--- config.mk ---
export PLATFORM = sky130hd
export DESIGN_NAME = nps_ram
export DESIGN_NICKNAME = d
export VERILOG_FILES = /design/src/sv/assert_macros.svh /design/src/sv/nps_ram.sv
export SDC_FILE = /design/constraint.sdc
export NUM_CORES = 1
export LEC_CHECK = 0
export ABC_AREA = 0
export BUFFER_PORTS_ARGS = -buffer_cell sky130_fd_sc_hd__buf_2
export CAP_MARGIN = 15
export CORE_MARGIN = 2
export CORE_UTILIZATION = 50
export CTS_CLUSTER_DIAMETER = 50
export DETAILED_ROUTE_END_ITERATION = 8
export GPL_TIMING_DRIVEN = 0
export PLACE_DENSITY = 0.68
export SLEW_MARGIN = 20
export SYNTH_ARGS = -nofsm -noshare
export SYNTH_HDL_FRONTEND = slang
export SYNTH_SLANG_ARGS = --single-unit
--- constraint.sdc ---
create_clock -name clk -period 2.2 [get_ports clk]
set_input_delay 0.11 -clock clk [delete_from_list [all_inputs] [get_ports clk]]
set_output_delay 0.11 -clock clk [all_outputs]
set_load 0.05 [all_outputs]
--- src/sv/assert_macros.svh ---
// Assertion macros used by the palette search RTL.
`ifndef ASSERT_MACROS_SVH
`define ASSERT_MACROS_SVH

// Check that a condition holds at every clock edge outside reset.
`define ASSERT_ALWAYS(label, cond) \
    label: assert property (@(posedge clk) disable iff (!rst_n) (cond)) \
        else $error("assertion failed: condition does not hold");

// Check that a trigger is followed in the next cycle by a consequence.
`define ASSERT_NEXT(label, trig, cons) \
    label: assert property (@(posedge clk) disable iff (!rst_n) (trig) |=> (cons)) \
        else $error("assertion failed: expected consequence missing");

`endif

--- src/sv/nps_ram.sv ---
// Generic single-clock RAM with one write port and one registered read port.
module nps_ram #(
    parameter int WIDTH = 8,
    parameter int DEPTH = 16
) (
    input  logic                     clk,
    input  logic                     we,
    input  logic [$clog2(DEPTH)-1:0] waddr,
    input  logic [WIDTH-1:0]         wdata,
    input  logic                     re,
    input  logic [$clog2(DEPTH)-1:0] raddr,
    output logic [WIDTH-1:0]         rdata
);

    logic [WIDTH-1:0] mem_reg [DEPTH];
    logic [WIDTH-1:0] rdata_reg;

    // Write on enable, registered read on enable; read data holds while idle
    always_ff @(posedge clk)
    begin
        if (we)
        begin
            mem_reg[waddr] <= wdata;
        end
        if (re)
        begin
            rdata_reg <= mem_reg[raddr];
        end
    end

    assign rdata = rdata_reg;

endmodule

# Word-level counts from Yosys, hierarchy flattened
# Memory sizes are Yosys's and may differ from the RTL's. A register that Yosys moved wholly into a read port is not among the register bits.
# Cells that the tools add are included.
[totals]
ff_bits = 0
ramBits = 128
memories = 1
[mem_list]
columns = ["memory", "depth", "word_bits", "rd", "rd_clocked_by_memory_dff", "wr", "line_no", "text"]
rows = [
  ["mem_reg", 16, 8, 1, 1, 1, "nps_ram.sv:15", "logic [WIDTH-1:0] mem_reg [DEPTH];"],
]
[op_classes]
muxes = 2
[ops]
columns = ["op", "n"]
rows = [
  ["$mux W1", 2],
]

# Logic depth before layout (Yosys ltp)
[logic_depth]
ltp_word = 2
mapped_depth = 5
ltp_nobuf = 3

# Worst setup path after synthesis
# Ideal clock, no wire load.
[synth_timing]
kind = "input -> register"
startpoint = "input port waddr[2]"
endpoint = "memory mem_reg[0][0], enable pin"
setup_ns = 0.383
t_arrival_ns = 1.220
required_time_ns = 1.817
slack_ns = 0.597
cell_stages = 2
n_path_buf = 0
path_cell_list = "or3b_2 nor3_1"
[synth_rtl]
columns = ["element", "line_no", "text"]
rows = [
  ["start: declaration", "nps_ram.sv:8", "input logic [$clog2(DEPTH)-1:0] waddr,"],
  ["end: declaration", "nps_ram.sv:15", ""],
]
# Straight into the memory's write port.

==> impl_results.md <==
* Chip Width at 106 um
* Diode count at 0
* Slew @ Worst Pin at 0.846 ns
* Synth Area per Inst at 22.8 um2
* Avg Vias per Cell at 5.54
* Register area share after synthesis at 0.781
* Post-DP HPWL at 5.93 mm
* Final clock period utilization by the worst path at 0.704
* Initial Utilization at 0.511
* WHS at 0.0136 ns
* CP Max Fanout at 1
* Setup slack at placement at 0.383 ns
* Post-Route WL at 9.53 mm
* DR pass1 iterations at 5
* GPL Wtd Cong at 0.705
* Setup TNS at 0 ns
* Slew Limit Fails at 0
* Routed length per instance at 22.2 um
* Fmax at 645 MHz
* Worst-skew pair later-pin latency at 0.51 ns
* CP required at 2.45 ns
* Crit path launch type: register
* First-pass GRT wire length at 14.5 mm
* Reg2reg path depth at 3
* Die height at 106 um
* CP Capture Type: register
* CTS root buf: clkbuf_8
* Layout cells sized above 1 at 0.276
* RSZ-0062 raised after global routing: no
* Port bufs at 25
* Setup Buffers After CTS at 0
* Mapped Nets at 248
* Synthesized flop and latch total at 136
* I/O pins at 27
* CTS tree: built
* Clk_skew at 0.00439 ns
* VDD IR max at 0.439 mV
* Synth cell types at 18
* Final hold vios at 0
* Htree depth at 4
* Fraction of post-synthesis cell area in the top cell type by area at 0.781
* Crit path DAT at 1.80 ns
* Final setup viols at 0
* CTS resizes at 0
* Grt ovf at 0
* Largest net degree at the start of global routing at 17
* Final Util at 0.602
* Cell Pwr Density at 939 nW/um2
* CTS clk-pin slew, worst paths at 0.06 ns
* Hold_buf cts at 8
* Lkg Pwr at 2.05 nW
* Slew headroom at 0.434
* Max Cap Viol at 0
* Setup CP Type: register to register
* Yosys Warn Count at 0
* Post-Syn Instances at 229
* Number of global-route vias before repair at 2507
* Syn-to-layout area delta at 17.8%
* Post-route ant nets at 0
* TritonCTS buffer count at 17
* Cell Rows at 37
* # DRC at 0
* Cells on Worst Hold Path at 1
* Tmin final at 1.55 ns
* Vias at 2383
* Cell accounting for the most synthesized area: edfxtp_1
* Max reg flops at 128
* Full die area at 11300 um2
* Final-stage net count at 300
* Max Buffers Root-to-Sink at 2
* GRT Total Usage at 0.189
* Outcome: finished, final reports clean
* Syn Std Cell Area at 5230 um2
* Core Region at 10200 um2
* Antenna violations before repair at 0
* Largest cells by area after synthesis: edfxtp_1, mux4_2, mux4_1
* Final worst slack at 0.650 ns
* Clock sinks at 136
* 1st-iter DRT viols at 202
* Hold Path Class: primary input to register
[worst max-delay path, stage by stage (launching register included)]
cell and delay [ns]:
edfxtp_1 0.36, mux4_2 0.50, a22oi_1 0.32, nand2_1 0.10
[area by class of cell]
| cell class | count | area, um2 |
|---|---|---|
| Buffer | 10 | 86.3 |
| Clock buffer | 19 | 422 |
| Clock inverter | 13 | 111 |
| Fill cell | 723 | 4080 |
| Multi-Input combinational cell | 83 | 1080 |
| Sequential cell | 136 | 4080 |
| Tap cell | 136 | 170 |
| Timing Repair Buffer | 33 | 205 |
[through the flow]
step	total power, mW	cell area, um2	instances
after floorplan	3.18	5230	229
after global placement	3.29	5520	390
after detailed placement	3.30	5540	390
after CTS	5.81	6150	430
after global routing	5.96	6160	430
final	5.78	6160	430
[logic make-up after synthesis]
group / count (synthesis) / synth area share
AO/OA/AOI/OAI: 16 / 0.0230
multiplexers: 32 / 0.148
AND/OR/NAND/NOR: 35 / 0.0314
buffers and inverters: 10 / 0.0165
flip-flops: 136 / 0.781
[worst paths after layout]
check	from	endpoint	slack, ns
max reg2reg	mem_reg[7][7]	rdata[7]	0.65
min	wdata[7]	mem_reg[8][7]	0.01
min reg2reg	mem_reg[8][4]	rdata[4]	0.76
max	mem_reg[7][7]	rdata[7]	0.65
[cells in the mapped netlist, drive strengths merged]
cell and number:
nand2b 2, nand2 9, nor3 4, clkdlybuf4s25 3
buf 7, or3b 1, and2b 1, nand3b 2
a22oi 16, nor2 13, mux4 32, nor2b 1
edfxtp 136, nand3 1, and2 1
[layer usage]
metal / GRT usage / vias up / wire length, um
li1: - / 1087 / -
met1: 0.264 / 1202 / 3990
met2: 0.286 / 80 / 4760
met3: 0.0558 / 14 / 610
met4: 0.0724 / 0 / 159
met5: 0 / - / 0
[report_power, final]
part,internal (mW),switching [mW]
Combinational,0.122,0.202
Clock,1.58,0.952
Sequential,2.92,0.0116
Total,4.62,1.17
[cell usage in the layout, fill, tap and decap left out]
cell and count:
clkdlybuf4s25_2 3, nand3_1 1, dlygate4sd3_1 8, nand3b_1 2, mux4_1 14, clkbuf_1 2, nor3_2 4, buf_6 3
edfxtp_1 136, nand2_1 9, clkbuf_16 16, bufinv_16 2, buf_2 28, nand2b_1 2, clkbuf_8 1, clkinv_1 7
and2_1 1, and2b_1 1, nor2b_1 1, or3b_2 1, clkinv_2 2, clkinvlp_4 2, a22oi_1 16, buf_4 1
nor2_1 13, mux4_2 18
No activity file was read; power rests on OpenSTA's default activity.
