File: src/sv/assert_macros.svh
// Assertion macros used by the palette search RTL.
`ifndef ASSERT_MACROS_SVH
`define ASSERT_MACROS_SVH

// Check that a condition holds at every clock edge outside reset.
`define ASSERT_ALWAYS(label, cond) \
    label: assert property (@(posedge clk) disable iff (!rst_n) (cond)) \
        else $error("assertion failed: condition does not hold");

// Check that a trigger is followed in the next cycle by a consequence.
`define ASSERT_NEXT(label, trig, cons) \
    label: assert property (@(posedge clk) disable iff (!rst_n) (trig) |=> (cons)) \
        else $error("assertion failed: expected consequence missing");

`endif

File: src/sv/nps_pkg.sv
// Package with types and constants of the nearest palette color search.
package nps_pkg;

    localparam int PALETTE_DEPTH = 512;
    localparam int ADDR_W        = $clog2(PALETTE_DEPTH);
    localparam int CNT_W         = ($clog2(PALETTE_DEPTH + 1) > 10) ?
                                   $clog2(PALETTE_DEPTH + 1) : 10;
    localparam int DIST_W        = 18;
    localparam int ENTRY_W       = 40;

    localparam logic [DIST_W-1:0] START_MIN          = DIST_W'(255 * 3 * 255);
    localparam logic [9:0]        RESET_ENTRIES_USED = 10'd376;

    localparam logic [1:0] METRIC_SAD = 2'd0;
    localparam logic [1:0] METRIC_MAX = 2'd1;
    localparam logic [1:0] METRIC_SSQ = 2'd2;

    localparam logic REQ_WRITE = 1'b0;
    localparam logic REQ_QUERY = 1'b1;

    localparam logic CFG_METRIC  = 1'b0;
    localparam logic CFG_ENTRIES = 1'b1;

    typedef struct packed {
        logic [7:0] red;
        logic [7:0] green;
        logic [7:0] blue;
    } rgb_t;

    typedef struct packed {
        rgb_t       color;
        logic [7:0] attribute;
        logic [7:0] glyph;
    } entry_t;

    typedef struct packed {
        logic       req_type;
        logic [8:0] entry_index;
        logic [7:0] red;
        logic [7:0] green;
        logic [7:0] blue;
        logic [7:0] attribute_in;
        logic [7:0] glyph_in;
    } req_t;

    typedef struct packed {
        logic [8:0] match_index;
        logic [7:0] match_red;
        logic [7:0] match_green;
        logic [7:0] match_blue;
        logic [7:0] match_attribute;
        logic [7:0] match_glyph;
    } rsp_t;

    // Valid flag and entry index that travel with a distance through the pipeline
    typedef struct packed {
        logic              valid;
        logic [ADDR_W-1:0] index;
    } tag_t;

    typedef enum logic [2:0] {
        ST_IDLE,
        ST_SCAN,
        ST_DRAIN,
        ST_FETCH,
        ST_LOAD
    } state_t;

endpackage

File: src/sv/nps_dist.sv
// Two-stage color distance pipeline: absolute differences, then the metric.
module nps_dist (
    input  logic          clk,
    input  logic          rst_n,
    input  logic [1:0]    metric_mode,
    input  nps_pkg::rgb_t query,
    input  nps_pkg::rgb_t entry_color,
    input  nps_pkg::tag_t tag_in,
    output logic [nps_pkg::DIST_W-1:0] dist_out,
    output nps_pkg::tag_t tag_out
);
    import nps_pkg::*;

    logic [7:0]        dr_next, dg_next, db_next;
    logic [7:0]        dr_reg, dg_reg, db_reg;
    logic              v1_reg, v2_reg;
    logic [ADDR_W-1:0] idx1_reg, idx2_reg;
    logic [DIST_W-1:0] dist_next, dist_reg;
    logic [15:0]       sq_r, sq_g, sq_b;
    logic [7:0]        max_rg;

    // Take absolute differences per component
    always_comb
    begin
        dr_next = (query.red   > entry_color.red)   ? query.red   - entry_color.red
                                                    : entry_color.red   - query.red;
        dg_next = (query.green > entry_color.green) ? query.green - entry_color.green
                                                    : entry_color.green - query.green;
        db_next = (query.blue  > entry_color.blue)  ? query.blue  - entry_color.blue
                                                    : entry_color.blue  - query.blue;
    end

    // Combine the differences under the selected metric; code three acts as squares
    always_comb
    begin
        sq_r      = dr_reg * dr_reg;
        sq_g      = dg_reg * dg_reg;
        sq_b      = db_reg * db_reg;
        max_rg    = (dg_reg > dr_reg) ? dg_reg : dr_reg;
        dist_next = '0;
        case (metric_mode)
            METRIC_SAD:
            begin
                dist_next = DIST_W'(dr_reg) + DIST_W'(dg_reg) + DIST_W'(db_reg);
            end
            METRIC_MAX:
            begin
                dist_next = DIST_W'((db_reg > max_rg) ? db_reg : max_rg);
            end
            default:
            begin
                dist_next = DIST_W'(sq_r) + DIST_W'(sq_g) + DIST_W'(sq_b);
            end
        endcase
    end

    // Advance the payload stages
    always_ff @(posedge clk)
    begin
        dr_reg   <= dr_next;
        dg_reg   <= dg_next;
        db_reg   <= db_next;
        dist_reg <= dist_next;
        idx1_reg <= tag_in.index;
        idx2_reg <= idx1_reg;
    end

    // Advance the valid flags
    always_ff @(posedge clk or negedge rst_n)
    begin
        if (!rst_n)
        begin
            v1_reg <= 1'b0;
            v2_reg <= 1'b0;
        end
        else
        begin
            v1_reg <= tag_in.valid;
            v2_reg <= v1_reg;
        end
    end

    assign dist_out = dist_reg;
    assign tag_out  = '{valid: v2_reg, index: idx2_reg};

endmodule

File: config.mk
export PLATFORM = sky130hd
export DESIGN_NAME = nps_dist
export DESIGN_NICKNAME = d
export VERILOG_FILES = /design/src/sv/assert_macros.svh /design/src/sv/nps_pkg.sv /design/src/sv/nps_dist.sv
export SDC_FILE = /design/constraint.sdc
export NUM_CORES = 1
export LEC_CHECK = 0
export BUFFER_PORTS_ARGS = -buffer_cell sky130_fd_sc_hd__buf_4
export CAP_MARGIN = 5
export CORE_ASPECT_RATIO = 0.8
export CORE_UTILIZATION = 40
export CTS_CLUSTER_SIZE = 12
export DETAILED_ROUTE_END_ITERATION = 8
export GPL_ROUTABILITY_DRIVEN = 0
export MAX_ROUTING_LAYER = met4
export PLACE_DENSITY = 0.58
export SKIP_LAST_GASP = 1
export SYNTH_ARGS = -nofsm -noshare
export SYNTH_HDL_FRONTEND = slang
export SYNTH_SLANG_ARGS = --single-unit
File: constraint.sdc
create_clock -name clk -period 7.7 [get_ports clk]
set_input_delay 1.54 -clock clk [delete_from_list [all_inputs] [get_ports clk]]
set_output_delay 1.54 -clock clk [all_outputs]
set_load 0.01 [all_outputs]
-- After elaboration in Yosys (flattened, before gate mapping)
Index checks and enable logic that the tools add are counted.
- input bits: 62
- register bits: 62
- output and inout bits: 28
- add/subtract/negate cells: 10
- reduce and logical (&&, ||, !) cells: 1
- eq/ne operators: 1
- multiply operators: 3
- multiplexer cells: 6
- magnitude comparators: 5
- operators with widths (operator ; number):
    $mul 8x8->16 ; 3
    $sub 8x8->8 ; 6
    $gt 8x8->1 ; 5
    $mux 8 ; 5
    $pmux 18 s2 ; 1
    $add 17x16->18 ; 1
    $add 16x16->17 ; 1
    $add 9x8->10 ; 1
    $add 8x8->9 ; 1
    $eq 2x1->1 const B ; 1
    $logic_not 2->1 ; 1

-- Longest topological paths before layout
Gate-level depths: netlist of run 1.
- word-level depth: 5
- depth in mapped cells: 24

-- Worst setup path before layout of run 1
No wires, ideal clock.
- path type: register -> register
- start point: register dr_reg[2]
- end point: register dist_reg[13] (netlist: dist_out[13])
- arrival: 5.640 ns
- cell stages (with the launch flop): 21
- period minus slack after synthesis: 5.736 ns
- path buffers: 0
- slack: 1.964 ns
- path through: dfxtp_1 > nand2_1 > fa_1 > inv_1 > fa_1 > inv_1 > fa_1 > fa_1 > inv_1 > fa_1 > inv_1 > fa_1 > fa_1 > inv_1 > ha_1 > o21ai_0 > a21oi_1 > o21ai_1 > a21oi_1 > a311oi_1 > nor4b_1
- word-level cells in the longest chain between the ends: 4
- ends and longest elaborated chain (what ; RTL line ; RTL):
    start, declared ; nps_dist.sv:15 ; logic [7:0] dr_reg, dg_reg, db_reg;
    start signal, assigned ; nps_dist.sv:60 ; dr_reg <= dr_next;
    $mul 8x8->16 ; nps_dist.sv:36 ; sq_r = dr_reg * dr_reg;
    $add 16x16->17 ; nps_dist.sv:52 ; dist_next = DIST_W'(sq_r) + DIST_W'(sq_g) + DIST_W'(sq_b);
    $add 17x16->18 ; nps_dist.sv:52 ;
    $pmux 18 s2 ; nps_dist.sv:41 ; case (metric_mode)
    via dist_next[13] ; nps_dist.sv:18 ; logic [DIST_W-1:0] dist_next, dist_reg;
    end signal, assigned ; nps_dist.sv:63 ; dist_reg <= dist_next;
    end, declared ; nps_dist.sv:18 ;
The timed path passes the listed nets, and every way through them passes these cells.

-- Worst setup path after layout of run 1
- start point: register db_reg[5]
- end point: register dist_reg[13] (netlist: dist_out[13])
- word-level cells in the longest chain between the ends: 3
- ends and longest elaborated chain (what ; RTL line ; RTL):
    start, declared ; nps_dist.sv:15 ;
    start signal, assigned ; nps_dist.sv:62 ; db_reg <= db_next;
    $mul 8x8->16 ; nps_dist.sv:38 ; sq_b = db_reg * db_reg;
    $add 17x16->18 ; nps_dist.sv:52 ;
    $pmux 18 s2 ; nps_dist.sv:41 ;
    via dist_next[13] ; nps_dist.sv:18 ;
The timed path passes the listed nets, and every way through them passes these cells.

==> flow_summary.json, run 1 <==
{
  "hold_path.class": "flop to flop",
  "finalSetupViolCount": 0,
  "crit_path_end_kind": "flop",
  "clock_skew_ps": 10.81,
  "final-hold-violation-count": 0,
  "clock_sinks": 62,
  "r2r_end": "dist_out[13]$_DFF_P_",
  "synthFlopType": "dfxtp_1",
  "worstMarginPinSlew_ps": 959.0,
  "cts.clk_slew.worst_paths_ps": 50,
  "async_reset_ff_frac": 0.03226,
  "fin_crit_sh": 0.8450,
  "vias_per_cell": 4.925,
  "io_pins": 90,
  "r2r_slack_ps": 1190,
  "diodes": 0,
  "r2r_start": "db_reg[5]$_DFF_P_",
  "cp-start-kind": "flop",
  "dieArea_um2": 25680,
  "critical_path_required_ps": 7940,
  "reg2regPathDepth": 20,
  "grt_usage": 0.2061,
  "ant_nets": 0,
  "synth_commonest_cells": "277 x inv_1, 147 x ha_1, 145 x fa_1",
  "cts_max_level": 3,
  "finalCriticalPeriod_ps": 6506,
  "arrival_ps": 6750,
  "firstDrtPassIters": 5,
  "yosysTopAreaCellShare": 0.2899,
  "drv_cap": 0,
  "grt_overflow": 0,
  "ys_seq_elements": 62,
  "clk_latency_ps": 350,
  "fp-row-count": 51,
  "first_global_vias": 7535,
  "crit_fanout": 9,
  "largest_reg_flops": 18,
  "synth.most_common_cell": "inv_1",
  "start_util": 0.4098,
  "cts-root-buf": "clkbuf_16",
  "cts_buffers": 9,
  "fin_nets": 1537,
  "finalSetupTns_ps": 0,
  "clk_path_buf_depth": 2,
  "slew_headroom": 0.3607,
  "area_growth_pct": 12.81,
  "die_w_um": 178.9,
  "drt_iter0_markers": 512,
  "cts_setup_buffers": 0,
  "vias": 7417,
  "yosysSeqAreaShare": 0.1249,
  "syn_avg_cell_area_um2": 9.038,
  "dieHeight_um": 143.5,
  "synthCells": 1108,
  "antenna_found_initial": 0,
  "rsz0062_at_grt": "no",
  "crit_type": "flop to flop",
  "syn-num-nets": 1462,
  "min_path_cells": 0,
  "cts_tree": "yes",
  "cts_resized": 0,
  "grt_pass1_wl_um": 39250,
  "slew_violations": 0,
  "status": "complete, no violations",
  "portBuffers": 89,
  "placed_area_um2": 10930,
  "yosysTopAreaCell": "fa_1",
  "routed_wl_um": 23360,
  "synthTopCellsByArea": "fa_1 29%, ha_1 18%, dfxtp_1 12%",
  "yosysUniqueCellTypes": 58,
  "fmax_mhz": 153.7,
  "synth_edf_count": 0,
  "whs_endpoint": "idx2_reg[6]$_DFF_P_",
  "wl_per_cell_um": 15.51,
  "netlist_area_um2": 10010,
  "drc": 0,
  "hold_start": "idx1_reg[6]$_DFF_P_",
  "finalInstanceArea_um2": 11300,
  "cts_hold_buf": 0,
  "dp_hpwl_um": 19670,
  "grt_max_degree": 33,
  "drive_gt1_frac": 0.1086,
  "core_area_um2": 24440,
  "ys_warn_count": 0
}
[cell usage in the layout, fill, tap and decap left out, drive strengths merged, types with 12 or more instances in the layout]
master,netlist,final
a21oi,39,39
o21ai,35,35
inv,277,278
nor2b,19,19
mux2i,21,21
a211oi,12,12
buf,13,90
fa,145,145
nand3,15,15
dfxtp,60,60
nor2,64,64
xnor2,16,16
and2,27,27
nand2,54,54
ha,147,147
xor2,13,13
a21o,14,14
[worst max-delay path by stage]
| stage | from | to | slack [ps] | cells after the start |
|---|---|---|---|---|
| 2_1_floorplan | dr_reg[2]$_DFF_P_ | dist_out[13]$_DFF_P_ | 1960 | 20 |
| 3_3_place_gp | db_reg[6]$_DFF_P_ | dist_out[16]$_DFF_P_ | 1440 | 20 |
| 3_5_place_dp | db_reg[0]$_DFF_P_ | dist_out[13]$_DFF_P_ | 1300 | 20 |
| 4_1_cts | db_reg[0]$_DFF_P_ | dist_out[13]$_DFF_P_ | 1190 | 20 |
| 5_1_grt | db_reg[0]$_DFF_P_ | dist_out[13]$_DFF_P_ | 850 | 20 |
| 6_report | db_reg[5]$_DFF_P_ | dist_out[13]$_DFF_P_ | 1190 | 20 |
[stage by stage]
step                        util  hold slack (ps)  setup WS, ps  std cells
after floorplan                -            309.6          1964       1108
after global placement    0.4471            310.1          1438       1490
after detailed placement  0.4471            312.1          1295       1490
after CTS                 0.4622            325.3          1185       1506
after global routing      0.4622            331.6         851.3       1506
final                     0.4622            324.0          1194       1506
[area by class of cell]
class	count	area [µm²]
Clock buffer	9	225.2
Tap cell	318	397.9
Timing Repair Buffer	90	675.6
Multi-Input combinational cell	742	7559
Fill cell	2372	13140
Sequential cell	62	1251
Inverter	278	1044
Clock inverter	7	145.1
[worst max-delay path, cell delays in order, from the launching register on]
cell and delay (ps):
dfxtp_1 650, inv_1 250, nor2_1 210, fa_1 440
inv_1 120, fa_1 440, fa_1 510, inv_1 60
fa_1 560, fa_1 450, fa_1 490, inv_1 50
fa_1 510, inv_1 50, ha_1 320, o21ai_0 90
a21oi_1 240, o21ai_1 120, a21oi_1 370, a311oi_1 170
nor4b_1 280
[metal layers]
| layer | vias up | track usage | share of wire |
|---|---|---|---|
| met5 | - | - | 0 |
| met4 | 0 | 0.03970 | 0.012 |
| met3 | 19 | 0.03413 | 0.053 |
| met2 | 169 | 0.3178 | 0.45 |
| met1 | 3565 | 0.2851 | 0.48 |
| li1 | 3664 | - | - |
[cell families after synthesis]
logic type / count (synthesis) / synth area share
buffers and inverters: 304 / 0.1203
AOI/OAI and AO/OA: 157 / 0.1071
DFF: 62 / 0.1249
and+or+nand+nor: 233 / 0.1154
muxes: 31 / 0.03336
xor gates and xnor gates: 29 / 0.02536
adders and majority gates: 292 / 0.4735
Power of run 1 is not shown: default switching activity piles up to over one toggle a cycle in this logic, so the estimate is an artifact.
==> run 2: changes to the inputs <==
--- a/config.mk
+++ b/config.mk
@@ -13,7 +13,7 @@
 export DETAILED_ROUTE_END_ITERATION = 8
 export GPL_ROUTABILITY_DRIVEN = 0
 export MAX_ROUTING_LAYER = met4
-export PLACE_DENSITY = 0.58
+export PLACE_DENSITY = 0.61
 export SKIP_LAST_GASP = 1
 export SYNTH_ARGS = -nofsm -noshare
 export SYNTH_HDL_FRONTEND = slang
==> constraint.sdc (replaced) <==
create_clock -name clk -period 5.58 [get_ports clk]
set_input_delay 1.116 -clock clk [delete_from_list [all_inputs] [get_ports clk]]
set_output_delay 1.116 -clock clk [all_outputs]
set_load 0.01 [all_outputs]
==> run 2 against run 1 <==
  * Highest routed layer unchanged
  * Clock skew is 2.7 ps lower
  * Register-to-register slack worse by 1300 ps
  * The flow now finishes with violations (negative setup slack)
  * Critical path depth stayed put
  * Die area stayed put
  * Final area is 10% higher
  * Global-route usage is 0.34 points lower
  * Core utilization is 4.6 points higher
  * Non-clock buffer count is 111 higher
  * Flip-flop and latch count stayed put
  * Clock-buffer cell count stayed put
==> flow_summary.json, run 2 (synthesis results as in run 1) <==
{
  "io_pins": 90,
  "worstMarginPinSlew_ps": 948.8,
  "routed_wl_um": 23560,
  "cts-root-buf": "clkbuf_16",
  "cts_tree": "yes",
  "final_common_cell": "inv_1",
  "firstDrtPassIters": 5,
  "portBuffers": 89,
  "drv_cap": 0,
  "largest_reg_flops": 18,
  "crit_type": "flop to flop",
  "final_core_util": 0.5084,
  "dieArea_um2": 25680,
  "cp-start-kind": "flop",
  "final-hold-violation-count": 0,
  "grt_overflow": 0,
  "critical_path_required_ps": 5860,
  "finalSetupTns_ps": -102.2,
  "cts_buffers": 9,
  "dp_hpwl_um": 20120,
  "finalCriticalPeriod_ps": 5645,
  "finalInstanceArea_um2": 12420,
  "dieHeight_um": 143.5,
  "die_w_um": 178.9,
  "violations": "negative setup slack",
  "status": "finished with violations",
  "cts_max_level": 3,
  "fin_ws_ps": -65.37,
  "antenna_found_initial": 0,
  "fp-row-count": 51,
  "slew_headroom": 0.3675,
  "crit_path_end_kind": "flop",
  "arrival_ps": 5930,
  "cts_hold_buf": 0,
  "clk_latency_ps": 350,
  "grt_max_degree": 33,
  "start_util": 0.4098,
  "placed_area_um2": 11660,
  "drc": 0,
  "ant_nets": 0,
  "wl_per_cell_um": 14.57,
  "fin_crit_sh": 1.012,
  "core_area_um2": 24440,
  "clock_skew_ps": 8.076,
  "hold_path.class": "flop to flop",
  "clk_path_buf_depth": 2,
  "vias": 7752,
  "drive_gt1_frac": 0.2394,
  "final_cell_mix": "270 x inv_1, 195 x buf_4, 143 x ha_1",
  "clock_sinks": 62,
  "drt_iter0_markers": 314,
  "slew_violations": 0,
  "cts.clk_slew.worst_paths_ps": 60,
  "grt_usage": 0.2027,
  "rsz0062_at_grt": "yes",
  "diodes": 0,
  "first_global_vias": 7957,
  "finalSetupViolCount": 4,
  "area_growth_pct": 24.06,
  "crit_fanout": 4,
  "fin_nets": 1648,
  "r2r_slack_ps": -70,
  "grt_pass1_wl_um": 38990,
  "fillers": 2260,
  "fmax_mhz": 177.1,
  "vias_per_cell": 4.794
}
==> run 2: changes by cell type in the layout (fill, tap and decap cells not counted), sizes merged <==
cell / delta
bufinv: -1
clkinvlp: +1
buf: +111
==> run 2: worst paths after layout <==
kind | from | depth (start not counted) | end
hold / removal | idx1_reg[0]$_DFF_P_ | 0 | idx2_reg[0]$_DFF_P_
hold reg to reg | idx1_reg[0]$_DFF_P_ | 0 | idx2_reg[0]$_DFF_P_
max in group asynchronous | rst_n | 1 | v2_reg$_DFF_PN0_
min in group asynchronous | rst_n | 1 | v1_reg$_DFF_PN0_
setup / recovery | dg_reg[6]$_DFF_P_ | 20 | dist_out[12]$_DFF_P_
setup reg to reg | dg_reg[6]$_DFF_P_ | 20 | dist_out[12]$_DFF_P_
==> run 2: repair_timing <==
item,4_1_cts,5_1_grt
gates cloned,0,0
setup buffers,8,8
setup endpoints to repair,11,12
pin swaps,29,42
resized for setup,48,42
==> run 2: area by class of cell <==
type                            count  area, µm²  share of cell area
Multi-Input combinational cell    742       7807              0.6284
Sequential cell                    62       1290              0.1038
Clock inverter                      7      120.1            0.009668
Tap cell                          318      397.9             0.03202
Clock buffer                        9      225.2             0.01813
Timing Repair Buffer              201       1535              0.1236
Inverter                          278       1049             0.08439
==> run 2: metal layers <==
metal | track usage | vias up | share of wire
met5 | - | - | 0
met4 | 0.04951 | 0 | 0.014
met3 | 0.03519 | 23 | 0.046
met2 | 0.3136 | 153 | 0.46
met1 | 0.2748 | 3684 | 0.48
li1 | - | 3892 | -
==> run 2: worst max-delay path: stages, from the launching register on <==
cell      delay (ps)
dfxtp_2          320
and2_4           160
fa_1             560
inv_2             50
fa_1             510
inv_2             40
fa_1             570
fa_1             460
fa_1             510
fa_1             490
inv_1             50
fa_1             490
inv_2             60
ha_4             270
buf_6             90
o21a_1           150
o31ai_4           90
a21o_1           220
buf_4            160
a21boi_2         140
mux2i_1          180
==> run 2: stage by stage <==
step | hold WS [ps] | worst slack [ps] | std cells
final | 324.9 | -65.37 | 1617
after detailed placement | 314.6 | -252.2 | 1585
after CTS | 328.0 | -52.11 | 1609
after global placement | 310.8 | -204.4 | 1585
after global routing | 331.6 | -270.2 | 1617
after floorplan | 309.6 | 6.818 | 1108
Power of run 2 is left out for the same reason.
==> run 3: changes to the inputs <==
--- a/config.mk
+++ b/config.mk
@@ -12,6 +12,7 @@
 export CTS_CLUSTER_SIZE = 12
 export DETAILED_ROUTE_END_ITERATION = 8
 export GPL_ROUTABILITY_DRIVEN = 0
+export GPL_TIMING_DRIVEN = 0
 export MAX_ROUTING_LAYER = met4
 export PLACE_DENSITY = 0.61
 export SKIP_LAST_GASP = 1
==> run 3 against run 2 <==
  * The run still ends with negative setup slack left
  * Clock-buffer cell count did not move
  * Worst hold slack improved by 1.5 ps
  * Final cell count fell by 2.7%
  * Global-route usage rose by 0.76 points
  * Critical path type unchanged
  * Largest cell class unchanged
  * Highest routed layer unchanged
==> flow_summary.json, run 3 (synthesis results as in run 1) <==
{
  "status": "finished with violations",
  "violations": "negative setup slack",
  "fin_nets": 1605,
  "whs_endpoint": "idx2_reg[2]$_DFF_P_",
  "start_util": 0.4098,
  "cts.clk_slew.worst_paths_ps": 60,
  "drive_gt1_frac": 0.2221,
  "drc": 0,
  "r2r_slack_ps": -160,
  "grt_usage": 0.2103,
  "portBuffers": 89,
  "cpPeakStageDelay_ps": 600,
  "routed_wl_um": 24170,
  "cp-start-kind": "flop",
  "min_path_cells": 0,
  "cts_tree": "yes",
  "area_growth_pct": 21.58,
  "grt_overflow": 0,
  "vias": 7812,
  "antenna_found_initial": 0,
  "cts_max_level": 3,
  "grt_max_degree": 14,
  "cts_buffers": 9,
  "dieHeight_um": 143.5,
  "final_common_cell": "inv_1",
  "largest_reg_flops": 18,
  "fp-row-count": 51,
  "slew_headroom": 0.6053,
  "fmax_mhz": 174.2,
  "worstMarginPinSlew_ps": 590.3,
  "drt_iter0_markers": 329,
  "drv_cap": 0,
  "fillers": 2342,
  "finalSetupViolCount": 10,
  "critPathSlowestCell": "fa_1",
  "firstDrtPassIters": 5,
  "clk_latency_ps": 350,
  "ant_nets": 0,
  "diodes": 0,
  "final_core_util": 0.4982,
  "first_global_vias": 8101,
  "clock_sinks": 62,
  "clock_skew_ps": 7.070,
  "final_cell_mix": "262 x inv_1, 140 x fa_1, 137 x ha_1",
  "r2r_start": "db_reg[0]$_DFF_P_",
  "slew_violations": 0,
  "final-hold-violation-count": 0,
  "crit_fanout": 4,
  "grt_pass1_wl_um": 40320,
  "reg2regPathDepth": 20,
  "cts_hold_buf": 0,
  "arrival_ps": 6030,
  "dieArea_um2": 25680,
  "die_w_um": 178.9,
  "dp_hpwl_um": 19370,
  "vias_per_cell": 4.963,
  "crit_chain": "clkinvlp_4 -> nor2_4 -> inv_2 -> fa_2 -> fa_2 -> fa_1 -> inv_2 -> fa_1 -> fa_1 -> inv_1 -> fa_1 -> fa_1 -> inv_2 -> ha_4 -> o21ai_2 -> nor2_4 -> o31ai_4 -> a21o_1 -> a31o_2 -> mux2i_1",
  "r2r_end": "dist_out[16]$_DFF_P_",
  "cpMostUsedCell": "fa_1",
  "rsz0062_at_grt": "yes",
  "fin_crit_sh": 1.029,
  "crit_type": "flop to flop",
  "critical_path_required_ps": 5870,
  "hold_start": "idx1_reg[2]$_DFF_P_",
  "hold_path.class": "flop to flop",
  "io_pins": 90,
  "fin_ws_ps": -161.7,
  "wl_per_cell_um": 15.36,
  "multi_input_area_um2": 7845,
  "clk_path_buf_depth": 2,
  "core_area_um2": 24440,
  "cts-root-buf": "clkbuf_16",
  "regArea_um2": 1329,
  "crit_path_end_kind": "flop",
  "finalCriticalPeriod_ps": 5742
}
[run 3: what timing repair did]
item                                    in CTS  in global routing
buffers inserted                            35                 13
pin swaps                                   37                 35
endpoints found under the setup margin      13                 12
resized for setup                           95                 38
cloned                                       0                  0
[run 3: per-stage QoR]
stage / hold slack [ps] / setup WS (ps) / TNS [ps] / cell area, µm² / std cells
floorplan: 309.6 / 6.818 / 0 / 10030 / 1108
global placement: 309.8 / -919.1 / -8903 / 11100 / 1515
detailed placement: 312.1 / -893.4 / -9238 / 11100 / 1515
CTS: 326.8 / -194.9 / -1690 / 11960 / 1565
global route: 336.3 / -355.4 / -2934 / 12180 / 1574
finish: 326.4 / -161.7 / -946.9 / 12180 / 1574
[run 3: critical path: cells and delay by family, from the launching register on]
kind / cells / cell delay (ps)
AO/OA/AOI/OAI: 4 / 800
adder cells (fa/ha/maj): 8 / 3790
buffers and inverters: 5 / 320
flip-flops: 1 / 390
multiplexers: 1 / 160
AND/OR/NAND/NOR: 2 / 200
[run 3: routing by layer]
metal	track usage	vias to the layer above	wire length, µm
met4	0.04996	0	409
met3	0.03836	25	1123
li1	-	3805	-
met1	0.2764	3812	11600
met5	-	-	0
met2	0.3351	170	11040
[run 3: layout make-up]
| class | count | area share |
|---|---|---|
| multi-input combinational | 742 | 0.6443 |
| sequential | 62 | 0.1091 |
| inverter | 278 | 0.08797 |
| timing repair buffer | 136 | 0.08643 |
| tap | 318 | 0.03268 |
| clock buffer | 9 | 0.01850 |
| buffer | 22 | 0.01459 |
| clock inverter | 7 | 0.006371 |
[run 3: worst max-delay path by stage]
stage	from	end	slack (ps)	cells after the start
floorplan	dr_reg[2]$_DFF_P_	dist_out[16]$_DFF_P_	7	18
global placement	db_reg[0]$_DFF_P_	dist_out[13]$_DFF_P_	-920	21
detailed placement	db_reg[0]$_DFF_P_	dist_out[13]$_DFF_P_	-890	21
CTS	db_reg[0]$_DFF_P_	dist_out[14]$_DFF_P_	-190	21
global route	dg_reg[6]$_DFF_P_	dist_out[13]$_DFF_P_	-360	21
finish	db_reg[0]$_DFF_P_	dist_out[16]$_DFF_P_	-160	20
Power of run 3 is left out for the same reason.
